==> src/sv/bba_pkg.sv <==
`default_nettype none

package bba_pkg;

   // Default geometry of the bitmap
   localparam int MAX_BLOCKS_DEF = 4096;
   localparam int WORD_BITS_DEF  = 32;

   // Field widths
   localparam int COUNT_W  = 13;
   localparam int BLOCK_W  = 12;
   localparam int STATUS_W = 2;

   localparam int REQ_TDATA_W = 16;
   localparam int RSP_TDATA_W = 16;

   localparam logic [COUNT_W-1:0] COUNT_RESET = 13'd4096;

   // Commands
   localparam logic CMD_ALLOC = 1'b0;
   localparam logic CMD_FREE  = 1'b1;

   // Result status codes
   localparam logic [STATUS_W-1:0] STAT_OK    = 2'd0;
   localparam logic [STATUS_W-1:0] STAT_FULL  = 2'd1;
   localparam logic [STATUS_W-1:0] STAT_RANGE = 2'd2;

   typedef struct packed {
      logic                valid;
      logic [BLOCK_W-1:0]  grant;
      logic [STATUS_W-1:0] status;
   } res_type;

endpackage

`default_nettype wire

==> src/sv/bba_map_ram.sv <==
`default_nettype none

module bba_map_ram #(
   parameter int WORDS = 128,
   parameter int WIDTH = 32,
   parameter int AW    = 7
) (
   input  wire logic             clock,
   input  wire logic             wr_en,
   input  wire logic [AW-1:0]    wr_addr,
   input  wire logic [WIDTH-1:0] wr_data,
   input  wire logic [AW-1:0]    rd_addr,
   output logic      [WIDTH-1:0] rd_data
);

   logic [WIDTH-1:0] map_mem [WORDS];
   logic [WIDTH-1:0] rd_data_ff;

   always_ff @(posedge clock) begin
      if (wr_en) begin
         map_mem[wr_addr] <= wr_data;
      end
      rd_data_ff <= map_mem[rd_addr];
   end

   assign rd_data = rd_data_ff;

endmodule

`default_nettype wire

==> src/sv/bba_ctrl.sv <==
`default_nettype none

module bba_ctrl #(
   parameter int MAX_BLOCKS = bba_pkg::MAX_BLOCKS_DEF,
   parameter int WORD_BITS  = bba_pkg::WORD_BITS_DEF,
   parameter int AW         = 7
) (
   input  wire logic                         clock,
   input  wire logic                         reset,
   input  wire logic [bba_pkg::COUNT_W-1:0]  block_count,
   input  wire logic                         req_valid,
   output logic                              req_ready,
   input  wire logic                         command,
   input  wire logic [bba_pkg::BLOCK_W-1:0]  block_number,
   output bba_pkg::res_type                  res,
   input  wire logic                         res_take,
   output logic                              mem_wr_en,
   output logic      [AW-1:0]                mem_wr_addr,
   output logic      [WORD_BITS-1:0]         mem_wr_data,
   output logic      [AW-1:0]                mem_rd_addr,
   input  wire logic [WORD_BITS-1:0]         mem_rd_data
);

   // WORD_BITS is a power of two
   localparam int WL        = $clog2(WORD_BITS);
   localparam int MAP_WORDS = (MAX_BLOCKS + WORD_BITS - 1) / WORD_BITS;
   localparam int LIM_W     = $clog2(MAX_BLOCKS + 1);
   localparam int CW        = (LIM_W > bba_pkg::COUNT_W) ? LIM_W : bba_pkg::COUNT_W;

   localparam logic [AW-1:0] LAST_WORD = AW'(MAP_WORDS - 1);
   localparam logic [CW-1:0] MAX_LIM   = CW'(MAX_BLOCKS);
   localparam logic [CW-1:0] WB_C      = CW'(WORD_BITS);

   localparam logic [2:0] S_CLEAR = 3'd0;
   localparam logic [2:0] S_IDLE  = 3'd1;
   localparam logic [2:0] S_SCAN  = 3'd2;
   localparam logic [2:0] S_FREE  = 3'd3;
   localparam logic [2:0] S_DONE  = 3'd4;

   logic [2:0]       state_ff, state_in;
   logic [AW-1:0]    addr_ff, addr_in;
   logic [AW-1:0]    dat_addr_ff, dat_addr_in;
   logic             dvalid_ff, dvalid_in;
   logic [CW-1:0]    rem_ff, rem_in;
   logic [WL-1:0]    bit_ff, bit_in;
   bba_pkg::res_type res_ff, res_in;

   logic [CW-1:0]    count_ext;
   logic [CW-1:0]    limit;
   logic [CW-1:0]    blk_ext;
   logic [31:0]      blk32;
   logic [AW-1:0]    blk_word;
   logic [WL-1:0]    blk_bit;
   logic             found;
   logic [WL-1:0]    idx;
   logic [31:0]      grant32;

   // Block count saturates at the map size
   assign count_ext = CW'(block_count);
   assign limit     = (count_ext > MAX_LIM) ? MAX_LIM : count_ext;
   assign blk_ext   = CW'(block_number);
   assign blk32     = 32'(block_number);
   assign blk_word  = blk32[WL +: AW];
   assign blk_bit   = blk32[WL-1:0];

   // Lowest clear bit among those still below the limit
   always_comb begin
      found = 1'b0;
      idx   = '0;
      for (int i = WORD_BITS - 1; i >= 0; i--) begin
         if (!mem_rd_data[i] && (rem_ff > CW'(i))) begin
            found = 1'b1;
            idx   = WL'(i);
         end
      end
   end

   assign grant32 = 32'({dat_addr_ff, idx});

   always_comb begin
      state_in    = state_ff;
      addr_in     = addr_ff;
      dat_addr_in = dat_addr_ff;
      dvalid_in   = dvalid_ff;
      rem_in      = rem_ff;
      bit_in      = bit_ff;
      res_in      = res_ff;
      req_ready   = 1'b0;
      mem_wr_en   = 1'b0;
      mem_wr_addr = addr_ff;
      mem_wr_data = '0;

      case (state_ff)
         S_CLEAR: begin
            mem_wr_en = 1'b1;
            if (addr_ff == LAST_WORD) begin
               state_in = S_IDLE;
               addr_in  = '0;
            end else begin
               addr_in = addr_ff + AW'(1);
            end
         end
         S_IDLE: begin
            req_ready = 1'b1;
            if (req_valid) begin
               dvalid_in = 1'b0;
               if (command == bba_pkg::CMD_ALLOC) begin
                  state_in = S_SCAN;
                  addr_in  = '0;
                  rem_in   = limit;
               end else if (blk_ext >= limit) begin
                  res_in.valid  = 1'b1;
                  res_in.grant  = '0;
                  res_in.status = bba_pkg::STAT_RANGE;
                  state_in      = S_DONE;
               end else begin
                  addr_in      = blk_word;
                  bit_in       = blk_bit;
                  res_in.grant = block_number;
                  state_in     = S_FREE;
               end
            end
         end
         S_SCAN: begin
            // one word read per cycle, data for the previous address arrives now
            dvalid_in   = 1'b1;
            dat_addr_in = addr_ff;
            if (addr_ff != LAST_WORD) begin
               addr_in = addr_ff + AW'(1);
            end
            if (dvalid_ff) begin
               if (found) begin
                  mem_wr_en     = 1'b1;
                  mem_wr_addr   = dat_addr_ff;
                  mem_wr_data   = mem_rd_data | (WORD_BITS'(1) << idx);
                  res_in.valid  = 1'b1;
                  res_in.grant  = grant32[bba_pkg::BLOCK_W-1:0];
                  res_in.status = bba_pkg::STAT_OK;
                  state_in      = S_DONE;
               end else if (rem_ff <= WB_C) begin
                  res_in.valid  = 1'b1;
                  res_in.grant  = '0;
                  res_in.status = bba_pkg::STAT_FULL;
                  state_in      = S_DONE;
               end else begin
                  rem_in = rem_ff - WB_C;
               end
            end
         end
         S_FREE: begin
            dvalid_in = 1'b1;
            if (dvalid_ff) begin
               mem_wr_en     = 1'b1;
               mem_wr_data   = mem_rd_data & ~(WORD_BITS'(1) << bit_ff);
               res_in.valid  = 1'b1;
               res_in.status = bba_pkg::STAT_OK;
               state_in      = S_DONE;
            end
         end
         S_DONE: begin
            // hold until the output register takes the result
            if (res_take) begin
               res_in.valid = 1'b0;
               state_in     = S_IDLE;
            end
         end
         default: begin
            state_in = S_IDLE;
         end
      endcase
   end

   always_ff @(posedge clock) begin
      if (reset) begin
         state_ff     <= S_CLEAR;
         addr_ff      <= '0;
         dvalid_ff    <= 1'b0;
         res_ff.valid <= 1'b0;
      end else begin
         state_ff    <= state_in;
         addr_ff     <= addr_in;
         dat_addr_ff <= dat_addr_in;
         dvalid_ff   <= dvalid_in;
         rem_ff      <= rem_in;
         bit_ff      <= bit_in;
         res_ff      <= res_in;
      end
   end

   assign res         = res_ff;
   assign mem_rd_addr = addr_ff;

   a_no_write_idle: assert property (@(posedge clock) disable iff (reset)
      (state_ff == S_IDLE || state_ff == S_DONE) |-> !mem_wr_en)
      else $error("bitmap written outside a command");

   a_fail_zero_grant: assert property (@(posedge clock) disable iff (reset)
      (res_ff.valid && res_ff.status != bba_pkg::STAT_OK) |-> (res_ff.grant == '0))
      else $error("failed command carries a block number");

   a_scan_write_ok: assert property (@(posedge clock) disable iff (reset)
      (state_ff == S_SCAN && mem_wr_en)
      |=> (res_ff.valid && res_ff.status == bba_pkg::STAT_OK))
      else $error("allocation write without ok result");

   a_clear_ends: assert property (@(posedge clock) disable iff (reset)
      (state_ff == S_CLEAR && addr_ff == LAST_WORD) |=> (state_ff == S_IDLE))
      else $error("clearing pass did not end");

   a_res_only_done: assert property (@(posedge clock) disable iff (reset)
      res_ff.valid |-> (state_ff == S_DONE))
      else $error("result pending outside done state");

endmodule

`default_nettype wire

==> src/sv/bitmap_block_allocator.sv <==
`default_nettype none

// Channel  Direction  Ports                            Contents
// req      in         req_tvalid/tready/tdata/tuser    block_number (tdata), command (tuser)
// rsp      out        rsp_tvalid/tready/tdata/tuser    granted_block (tdata), status (tuser)
// csr      in         csr_wr_en/csr_wr_data            block_count
//
// Allocate reads bitmap words in turn, up to MAX_BLOCKS / WORD_BITS of them rounded
// up, through the single read port of the bitmap RAM.
// Free reads the word of the block and writes it back; a free out of range goes to done.
// After reset a clearing pass writes zeros over MAX_BLOCKS / WORD_BITS words, rounded
// up; req_tready stays low during it.
// A pending result in the output register does not block the next command
// until a second result is ready.

module bitmap_block_allocator #(
   parameter int MAX_BLOCKS = bba_pkg::MAX_BLOCKS_DEF,
   parameter int WORD_BITS  = bba_pkg::WORD_BITS_DEF
) (
   input  wire logic                             clock,
   input  wire logic                             reset,
   input  wire logic                             req_tvalid,
   output logic                                  req_tready,
   // [11:0] block_number, [15:12] zero
   input  wire logic [bba_pkg::REQ_TDATA_W-1:0]  req_tdata,
   // [0] command
   input  wire logic                             req_tuser,
   output logic                                  rsp_tvalid,
   input  wire logic                             rsp_tready,
   // [11:0] granted_block, [15:12] zero
   output logic      [bba_pkg::RSP_TDATA_W-1:0]  rsp_tdata,
   // [1:0] status
   output logic      [bba_pkg::STATUS_W-1:0]     rsp_tuser,
   input  wire logic                             csr_wr_en,
   input  wire logic [bba_pkg::COUNT_W-1:0]      csr_wr_data
);

   localparam int MAP_WORDS = (MAX_BLOCKS + WORD_BITS - 1) / WORD_BITS;
   localparam int AW        = (MAP_WORDS > 1) ? $clog2(MAP_WORDS) : 1;

   logic [bba_pkg::COUNT_W-1:0]     count_ff;
   logic                            rsp_valid_ff, rsp_valid_in;
   logic [bba_pkg::RSP_TDATA_W-1:0] rsp_data_ff, rsp_data_in;
   logic [bba_pkg::STATUS_W-1:0]    rsp_user_ff, rsp_user_in;

   bba_pkg::res_type res;
   logic             res_take;
   logic             mem_wr_en;
   logic [AW-1:0]    mem_wr_addr;
   logic [WORD_BITS-1:0] mem_wr_data;
   logic [AW-1:0]    mem_rd_addr;
   logic [WORD_BITS-1:0] mem_rd_data;

   bba_ctrl #(
      .MAX_BLOCKS (MAX_BLOCKS),
      .WORD_BITS  (WORD_BITS),
      .AW         (AW)
   ) u_ctrl (
      .clock        (clock),
      .reset        (reset),
      .block_count  (count_ff),
      .req_valid    (req_tvalid),
      .req_ready    (req_tready),
      .command      (req_tuser),
      .block_number (req_tdata[bba_pkg::BLOCK_W-1:0]),
      .res          (res),
      .res_take     (res_take),
      .mem_wr_en    (mem_wr_en),
      .mem_wr_addr  (mem_wr_addr),
      .mem_wr_data  (mem_wr_data),
      .mem_rd_addr  (mem_rd_addr),
      .mem_rd_data  (mem_rd_data)
   );

   bba_map_ram #(
      .WORDS (MAP_WORDS),
      .WIDTH (WORD_BITS),
      .AW    (AW)
   ) u_map (
      .clock   (clock),
      .wr_en   (mem_wr_en),
      .wr_addr (mem_wr_addr),
      .wr_data (mem_wr_data),
      .rd_addr (mem_rd_addr),
      .rd_data (mem_rd_data)
   );

   // load the output register when empty or being drained
   assign res_take = res.valid && (!rsp_valid_ff || rsp_tready);

   always_comb begin
      rsp_valid_in = rsp_valid_ff;
      rsp_data_in  = rsp_data_ff;
      rsp_user_in  = rsp_user_ff;
      if (res_take) begin
         rsp_valid_in = 1'b1;
         rsp_data_in  = bba_pkg::RSP_TDATA_W'(res.grant);
         rsp_user_in  = res.status;
      end else if (rsp_tready) begin
         rsp_valid_in = 1'b0;
      end
   end

   always_ff @(posedge clock) begin
      if (reset) begin
         count_ff     <= bba_pkg::COUNT_RESET;
         rsp_valid_ff <= 1'b0;
      end else begin
         if (csr_wr_en) begin
            count_ff <= csr_wr_data;
         end
         rsp_valid_ff <= rsp_valid_in;
         rsp_data_ff  <= rsp_data_in;
         rsp_user_ff  <= rsp_user_in;
      end
   end

   assign rsp_tvalid = rsp_valid_ff;
   assign rsp_tdata  = rsp_data_ff;
   assign rsp_tuser  = rsp_user_ff;

endmodule

`default_nettype wire

==> config.mk <==
export PLATFORM = sky130hd
export DESIGN_NAME = bitmap_block_allocator
export DESIGN_NICKNAME = d
export VERILOG_FILES = /design/src/sv/bba_pkg.sv /design/src/sv/bba_map_ram.sv /design/src/sv/bba_ctrl.sv /design/src/sv/bitmap_block_allocator.sv
export SDC_FILE = /design/constraint.sdc
export NUM_CORES = 2
export LEC_CHECK = 0
export ABC_AREA = 0
export BUFFER_PORTS_ARGS = -buffer_cell sky130_fd_sc_hd__clkbuf_2
export CAP_MARGIN = 20
export CORE_ASPECT_RATIO = 0.8
export CORE_MARGIN = 2
export CORE_UTILIZATION = 55
export CTS_BUF_LIST = sky130_fd_sc_hd__clkbuf_8
export CTS_CLUSTER_SIZE = 28
export DETAILED_ROUTE_END_ITERATION = 10
export HOLD_SLACK_MARGIN = 0.12
export PLACE_DENSITY = 0.74
export SYNTH_ARGS = -nofsm -noshare
export SYNTH_HDL_FRONTEND = slang
export SYNTH_SLANG_ARGS = --single-unit
==> constraint.sdc <==
create_clock -name clock -period 9.8 [get_ports clock]
set_input_delay 1.96 -clock clock [delete_from_list [all_inputs] [get_ports clock]]
set_output_delay 1.96 -clock clock [all_outputs]
set_load 0.005 [all_outputs]
### Yosys cells after proc, flatten, opt, wreduce, memory -nomap -nowiden

Memories as Yosys holds them, arrays and structs flattened. A register that Yosys moved wholly into a read port is not among the register bits.
Index checks and enable logic that the tools add are counted.

| word-level totals | value |
|---|---|
| input port bits | 35 |
| bits in registers | 79 |
| bits in read-only memories | 0 |
| logic and storage cells | 281 |
| bits in latches | 0 |
| memories kept | 1 |
| output and inout bits | 20 |
| bits in writable memories | 4096 |

| operators by class | value |
|---|---|
| bitwise logic cells | 5 |
| $mul | 0 |
| shift-type cells | 2 |
| equal/unequal tests | 19 |
| muxes and demuxes | 119 |
| $lt $le $gt $ge | 35 |
| $add $sub $neg | 2 |
| reductions and logical operators | 85 |
| divide/modulo/power cells | 0 |

Memories:

| name | words | width | rd ports | clocked after memory_dff | wr ports | line | RTL |
|---|---|---|---|---|---|---|---|
| u_map.map_mem | 128 | 32 | 1 | 1 | 1 | bba_map_ram.sv:16 | `logic [WIDTH-1:0] map_mem [WORDS];` |

Operator list:

| cell | number |
|---|---|
| $gt A13 B5 Y1 const B | 16 |
| $mux W5 | 32 |
| $gt A13 B4 Y1 const B | 8 |
| $mux W32 | 3 |
| $mux W13 | 6 |
| $mux W15 | 5 |
| $pmux W32 S2 | 1 |
| $shl A1 B5 Y32 const A | 2 |
| $mux W7 | 8 |
| $gt A13 B3 Y1 const B | 4 |
| $mux W1 | 44 |
| $logic_and A1 B1 Y1 | 33 |
| $logic_not A1 Y1 | 33 |
| $and A32 B32 Y32 | 1 |
| $not A32 Y32 | 1 |
| $or A32 B32 Y32 | 1 |
| $mux W3 | 9 |
| $gt A13 B1 Y1 const B | 2 |
| $gt A13 B2 Y1 const B | 2 |
| $pmux W13 S2 | 1 |
| $pmux W12 S2 | 1 |
| $pmux W7 S3 | 1 |
| $reduce_and A8 Y1 | 2 |
| $pmux W3 S5 | 1 |
| other kinds (32) | 50 |

### Logic depth before layout (Yosys ltp)

| depth | value |
|---|---|
| depth in word-level cells | 39 |
| depth in mapped cells | 14 |
| mapped depth without buffers | 10 |

### By module

From an unflattened synthesis, not the netlist that was laid out.

| second synthesis, totals | value |
|---|---|
| cell total of the unflattened synthesis | 6735 |
| area, all modules | 162590.9 um^2 |

By module, submodules not included:

| module | sequential area each (um^2) | cells an instance | area each (um^2) | times used |
|---|---|---|---|---|
| bba_map_ram | 123638.6 | 5990 | 156276.1 | 1 |
| bba_ctrl | 1411.4 | 678 | 5335.1 | 1 |
| bitmap_block_allocator | 700.7 | 67 | 979.7 | 1 |

### Worst setup path after synthesis

Ideal clock, no wire load.

| timing | value |
|---|---|
| path kind | reg-to-reg |
| from | register u_ctrl.rem_ff[5] |
| to | memory u_map.map_mem[0][24] (data pin) |
| arrival | 8.329 ns |
| setup slack | 0.242 ns |
| cell stages (with the launch flop) | 14 |
| path buffers | 3 |
| clock period less this slack | 9.558 ns |
| library setup time | 1.228 ns |
| data required time | 8.572 ns |
| cells stage by stage | edfxtp_1 -> inv_1 -> ha_1 -> or3b_1 -> clkbuf_1 -> nor2_1 -> buf_2 -> a21oi_1 -> or4_4 -> nor2_2 -> buf_6 -> nand4_1 -> nand2b_1 -> o31ai_1 |

| between the ends | value |
|---|---|
| longest elaborated chain between the ends | 39 |
| elaborated cells on any way between the ends | 133 |
| those cells by class | 32 x order compare; 1 x shift; 67 x mux; 1 x bitwise; 32 x reduce/logical |

RTL lines:

| element | line | RTL |
|---|---|---|
| start: declaration | bba_ctrl.sv:44 | `logic [CW-1:0] rem_ff, rem_in;` |
| start signal: assignment | bba_ctrl.sv:184 | `rem_ff <= rem_in;` |
| $gt A13 B5 Y1 | bba_ctrl.sv:71 | `if (!mem_rd_data[i] && (rem_ff > CW'(i))) begin` |
| $logic_and A1 B1 Y1 | bba_ctrl.sv:71 |  |
| $mux W5 (32 in a row) | bba_ctrl.sv:71 |  |
| $shl A1 B5 Y32 | bba_ctrl.sv:135 | `mem_wr_data = mem_rd_data \| (WORD_BITS'(1) << idx);` |
| $or A32 B32 Y32 | bba_ctrl.sv:135 |  |
| $mux W32 * | bba_ctrl.sv:132 | `if (found) begin` |
| $mux W32 * | bba_ctrl.sv:131 | `if (dvalid_ff) begin` |
| $pmux W32 S2 * | bba_ctrl.sv:93 | `case (state_ff)` |
| net mem_wr_data[24] | bitmap_block_allocator.sv:50 | `logic [WORD_BITS-1:0] mem_wr_data;` |
| end: declaration | bba_map_ram.sv:16 |  |

Mark *: on every way through the listed nets, which the timed path passes. The rest lies on a longest branch.

### Final worst setup path

| timing | value |
|---|---|
| from | register u_ctrl.rem_ff[6] |
| to | memory u_map.map_mem[117][29] (data pin) |

The elaborated chain is that of the path after synthesis.

==> impl_metrics.toml <==
[outcome]
outcome = "completed"

[synth]
async_flop_share_pct = 0
synth_edf_count = 4149
yosysSeqAreaShare_pct = 77.1
synth_seq_cells = 4207
ys.flop_type = "edfxtp_1"
syn_avg_cell_area_um2 = 24.1
syn-cell-area_um2 = 163000
syn_inst = 6781
yosysUniqueCellTypes = 85
yosysWarnings = 0

[placement]
port-buffer-count = 46
post-dp-hpwl_um = 225000
placedCellCount = 10674
pre_cts_ws_ns = 3.02
gp_congestion = 0.876
dpl-instance-area_um2 = 170000

[clock_tree]
clock-root-buffer = "clkbuf_8"
post_cts.repair.setup_buffers = 0
clk_path_buf_depth = 4
postCtsResizedCells = 0
cts_sinks = 4207
ctsHoldBuffers = 0
clock_latency_ns = 1.06
h-tree-depth = 6
clk_pin_slew_ns = 0.06
numCtsBuffers = 611
cts_tree = "yes"

[global_route]
grt_pass1_vias = 77891
grt_use_total_pct = 27.3
grt_pass1_wl_um = 576000
grt-ovfl-total = 0
grt_max_degree = 127
gr-usage-met2_pct = 39.8
grtUsageMet3_pct = 7.38
grt.busiest_layer = "met1"
antenna_found_initial = 45
gr-usage-met1_pct = 40.3

[min_path]
hp-class = "reg2reg"
min_path_cells = 0
hold-path-endpoint = "rsp_tuser[1]"
hp-start = "u_ctrl.res[1]"

[power_and_ir_drop]
power.density_nw_per_um2 = 185
seqPwrFrac_pct = 58.6
p_int_mw = 26.1
combPwrFrac_pct = 3.6
switchingPower_mw = 7.36
swShare_pct = 22.0
power.total_mw = 33.5
leakagePower_nw = 47.3
peakVddDrop_mv = 0.138
pwr-share-clk_pct = 37.8

[sta]
finalHoldViolations = 0
max_slew_margin_pct = 19.1
fin_setup_tns_ns = 0
whs_ns = 0.409
setup_slack_ns = 2.84
worst_pin_slew_ns = 1.21
finalCritPeriodShare_pct = 71.1
finalSetupViolCount = 0
skew_ns = 0.103
fin_crit_ns = 6.96
fmax_mhz = 144
rsz0062_at_grt = "false"
report.final.slew_viol_count = 0

[die]
die_x_um = 613
rows = 178
io_pins = 55
dieHeight_um = 491
dieArea_um2 = 301000
initial_core_util_pct = 55.4
core_um2 = 294000

[setup_path]
rr_worst_depth = 11
required_ns = 10.47
crit_path_end_kind = "flip-flop"
crit_path_start_kind = "flip-flop"
reg2reg_from = "u_ctrl.rem_ff[6]"
criticalPathCategory = "reg2reg"
critical_path.startpoint = "u_ctrl.rem_ff[6]"
r2r_slack_ns = 2.84
arrival_ns = 7.64
regToRegEndpoint = "u_map.map_mem[117][29]"
cp_max_fo = 76

[detailed_routing]
vias = 79054
drc = 0
wl_per_cell_um = 34.8
antenna_left = 0
first_pass_iters = 8
routed_wl_um = 411000
via_per_inst = 6.70
drtIter0Drc = 12433

[finish]
instances_no_fill = 11791
nets = 7390
fillCellCount = 19235
final_layout_size_suffix_gt1_share_pct = 33.8
syn_to_final_growth_pct = 11.3
final_util_pct = 61.7
post-route-cell-area_um2 = 182000

[flow_run]
drv_cap = 0
-- per-layer routing --
layer / wire [µm] / part of all wire [%]
met5: 139 / 0.034
met4: 16100 / 3.9
met3: 54100 / 13
met2: 186000 / 45
met1: 154000 / 38
-- placed cells by master (no fill, tap or decap), types with 10 or more instances in the layout --
master	n
buf_4	247
diode_2	28
clkbuf_2	46
and2_1	19
inv_6	12
nor4_1	11
and3_1	10
a22o_1	12
o21ai_0	50
clkbuf_8	627
nand3_1	23
nand2_1	48
nor2_1	74
buf_12	18
and4_1	11
clkinv_1	136
mux4_2	1344
mux2_2	32
a211oi_1	12
a21oi_1	60
dfxtp_1	51
nor3_1	35
mux2i_2	16
clkinvlp_4	14
clkinv_2	46
ha_1	15
nand2b_1	23
mux2i_1	14
inv_1	238
nor2_4	128
edfxtp_1	4149
o31ai_4	24
nor2b_1	13
-- power by group through the flow --
stage	sequential [mW]	clock, mW	combinational (mW)
floorplan	19.9	0	0.820
global placement	20.0	0	1.21
detailed placement	20.0	0	1.21
CTS	19.6	12.9	1.21
global route	19.6	13.6	1.26
finish	19.6	12.7	1.21
-- cells in the mapped netlist (all sizes together) (7+ instances only) --
cell | count | area, µm²
inv | 16 | 60.1
nor3b | 7 | 52.6
o21ai | 56 | 280
a22o | 12 | 105
buf | 129 | 598
mux4 | 1344 | 30300
or3 | 7 | 43.8
a31oi | 15 | 158
o31ai | 33 | 248
nand3 | 24 | 125
nor3 | 35 | 175
and2 | 19 | 119
edfxtp | 4149 | 125000
mux2i | 30 | 330
clkbuf | 252 | 946
dfxtp | 58 | 1160
nor4 | 13 | 87.6
nand4 | 9 | 56.3
a211oi | 12 | 90.1
mux2 | 32 | 360
ha | 15 | 188
nor2 | 203 | 764
a211o | 9 | 78.8
nand2 | 49 | 184
or2 | 8 | 50.1
nor2b | 13 | 81.3
nand2b | 23 | 144
and3 | 10 | 62.6
o32ai | 8 | 220
a21oi | 60 | 300
o211ai | 7 | 52.6
and4 | 11 | 96.3
-- worst max-delay path by stage --
stage | depth (start not counted) | slack (ns) | endpoint
after floorplan | 13 | 0.24 | u_map.map_mem[0][24]
after global placement | 9 | 3.14 | u_map.map_mem[32][25]
after detailed placement | 9 | 3.02 | u_map.map_mem[103][24]
after CTS | 11 | 2.95 | u_map.map_mem[17][24]
after global routing | 11 | 2.59 | u_map.map_mem[80][29]
final | 11 | 2.84 | u_map.map_mem[117][29]
-- sequential cells by signal, indices dropped and copies added, names as in the netlist, 2 cells and up --
| register | cells |
|---|---|
| u_map.map_mem | 4096 |
| u_ctrl.dat_addr_ff | 7 |
| u_ctrl.mem_rd_addr | 7 |
| count_ff | 13 |
| u_map.rd_data | 32 |
| rsp_tdata | 12 |
| u_ctrl.bit_ff | 5 |
| u_ctrl.res | 15 |
| rsp_tuser | 2 |
| u_ctrl.state_ff | 3 |
| u_ctrl.rem_ff | 13 |
-- final cells by class --
cell class	instances	area (µm²)	share of cell area [%]
multi-input combinational	2180	37200	20.5
sequential	4207	126000	69.3
inverter	16	60.1	0.0331
timing repair buffer	324	2690	1.48
clock inverter	449	2160	1.19
antenna	28	70.1	0.0386
tap	3960	4950	2.73
clock buffer	627	8630	4.75
-- cells by family (layout without fill, tap and decap cells) --
| kind of cell | Yosys count | in the layout | synth area share [%] |
|---|---|---|---|
| other | 1 | 32 | 0.00230 |
| DFF | 4207 | 4207 | 77.1 |
| xor gates and xnor gates | 6 | 6 | 0.0322 |
| buffers and inverters | 397 | 1416 | 0.983 |
| AOI/OAI and AO/OA | 288 | 288 | 1.36 |
| adders and majority gates | 15 | 15 | 0.115 |
| muxes | 1406 | 1406 | 19.0 |
| and+or+nand+nor | 461 | 461 | 1.43 |
-- worst max-delay path, stage by stage (launching register included) --
cell and delay (ns):
edfxtp_1 0.48, inv_1 0.12, ha_1 0.29, or3b_1 0.52, nor2_1 0.86, a21oi_1 0.35
or4_4 0.65, nor2_2 0.68, nand4_1 0.64, o31ai_4 0.36, buf_4 0.64, buf_4 0.82
Power figures use the tool's default switching activity.
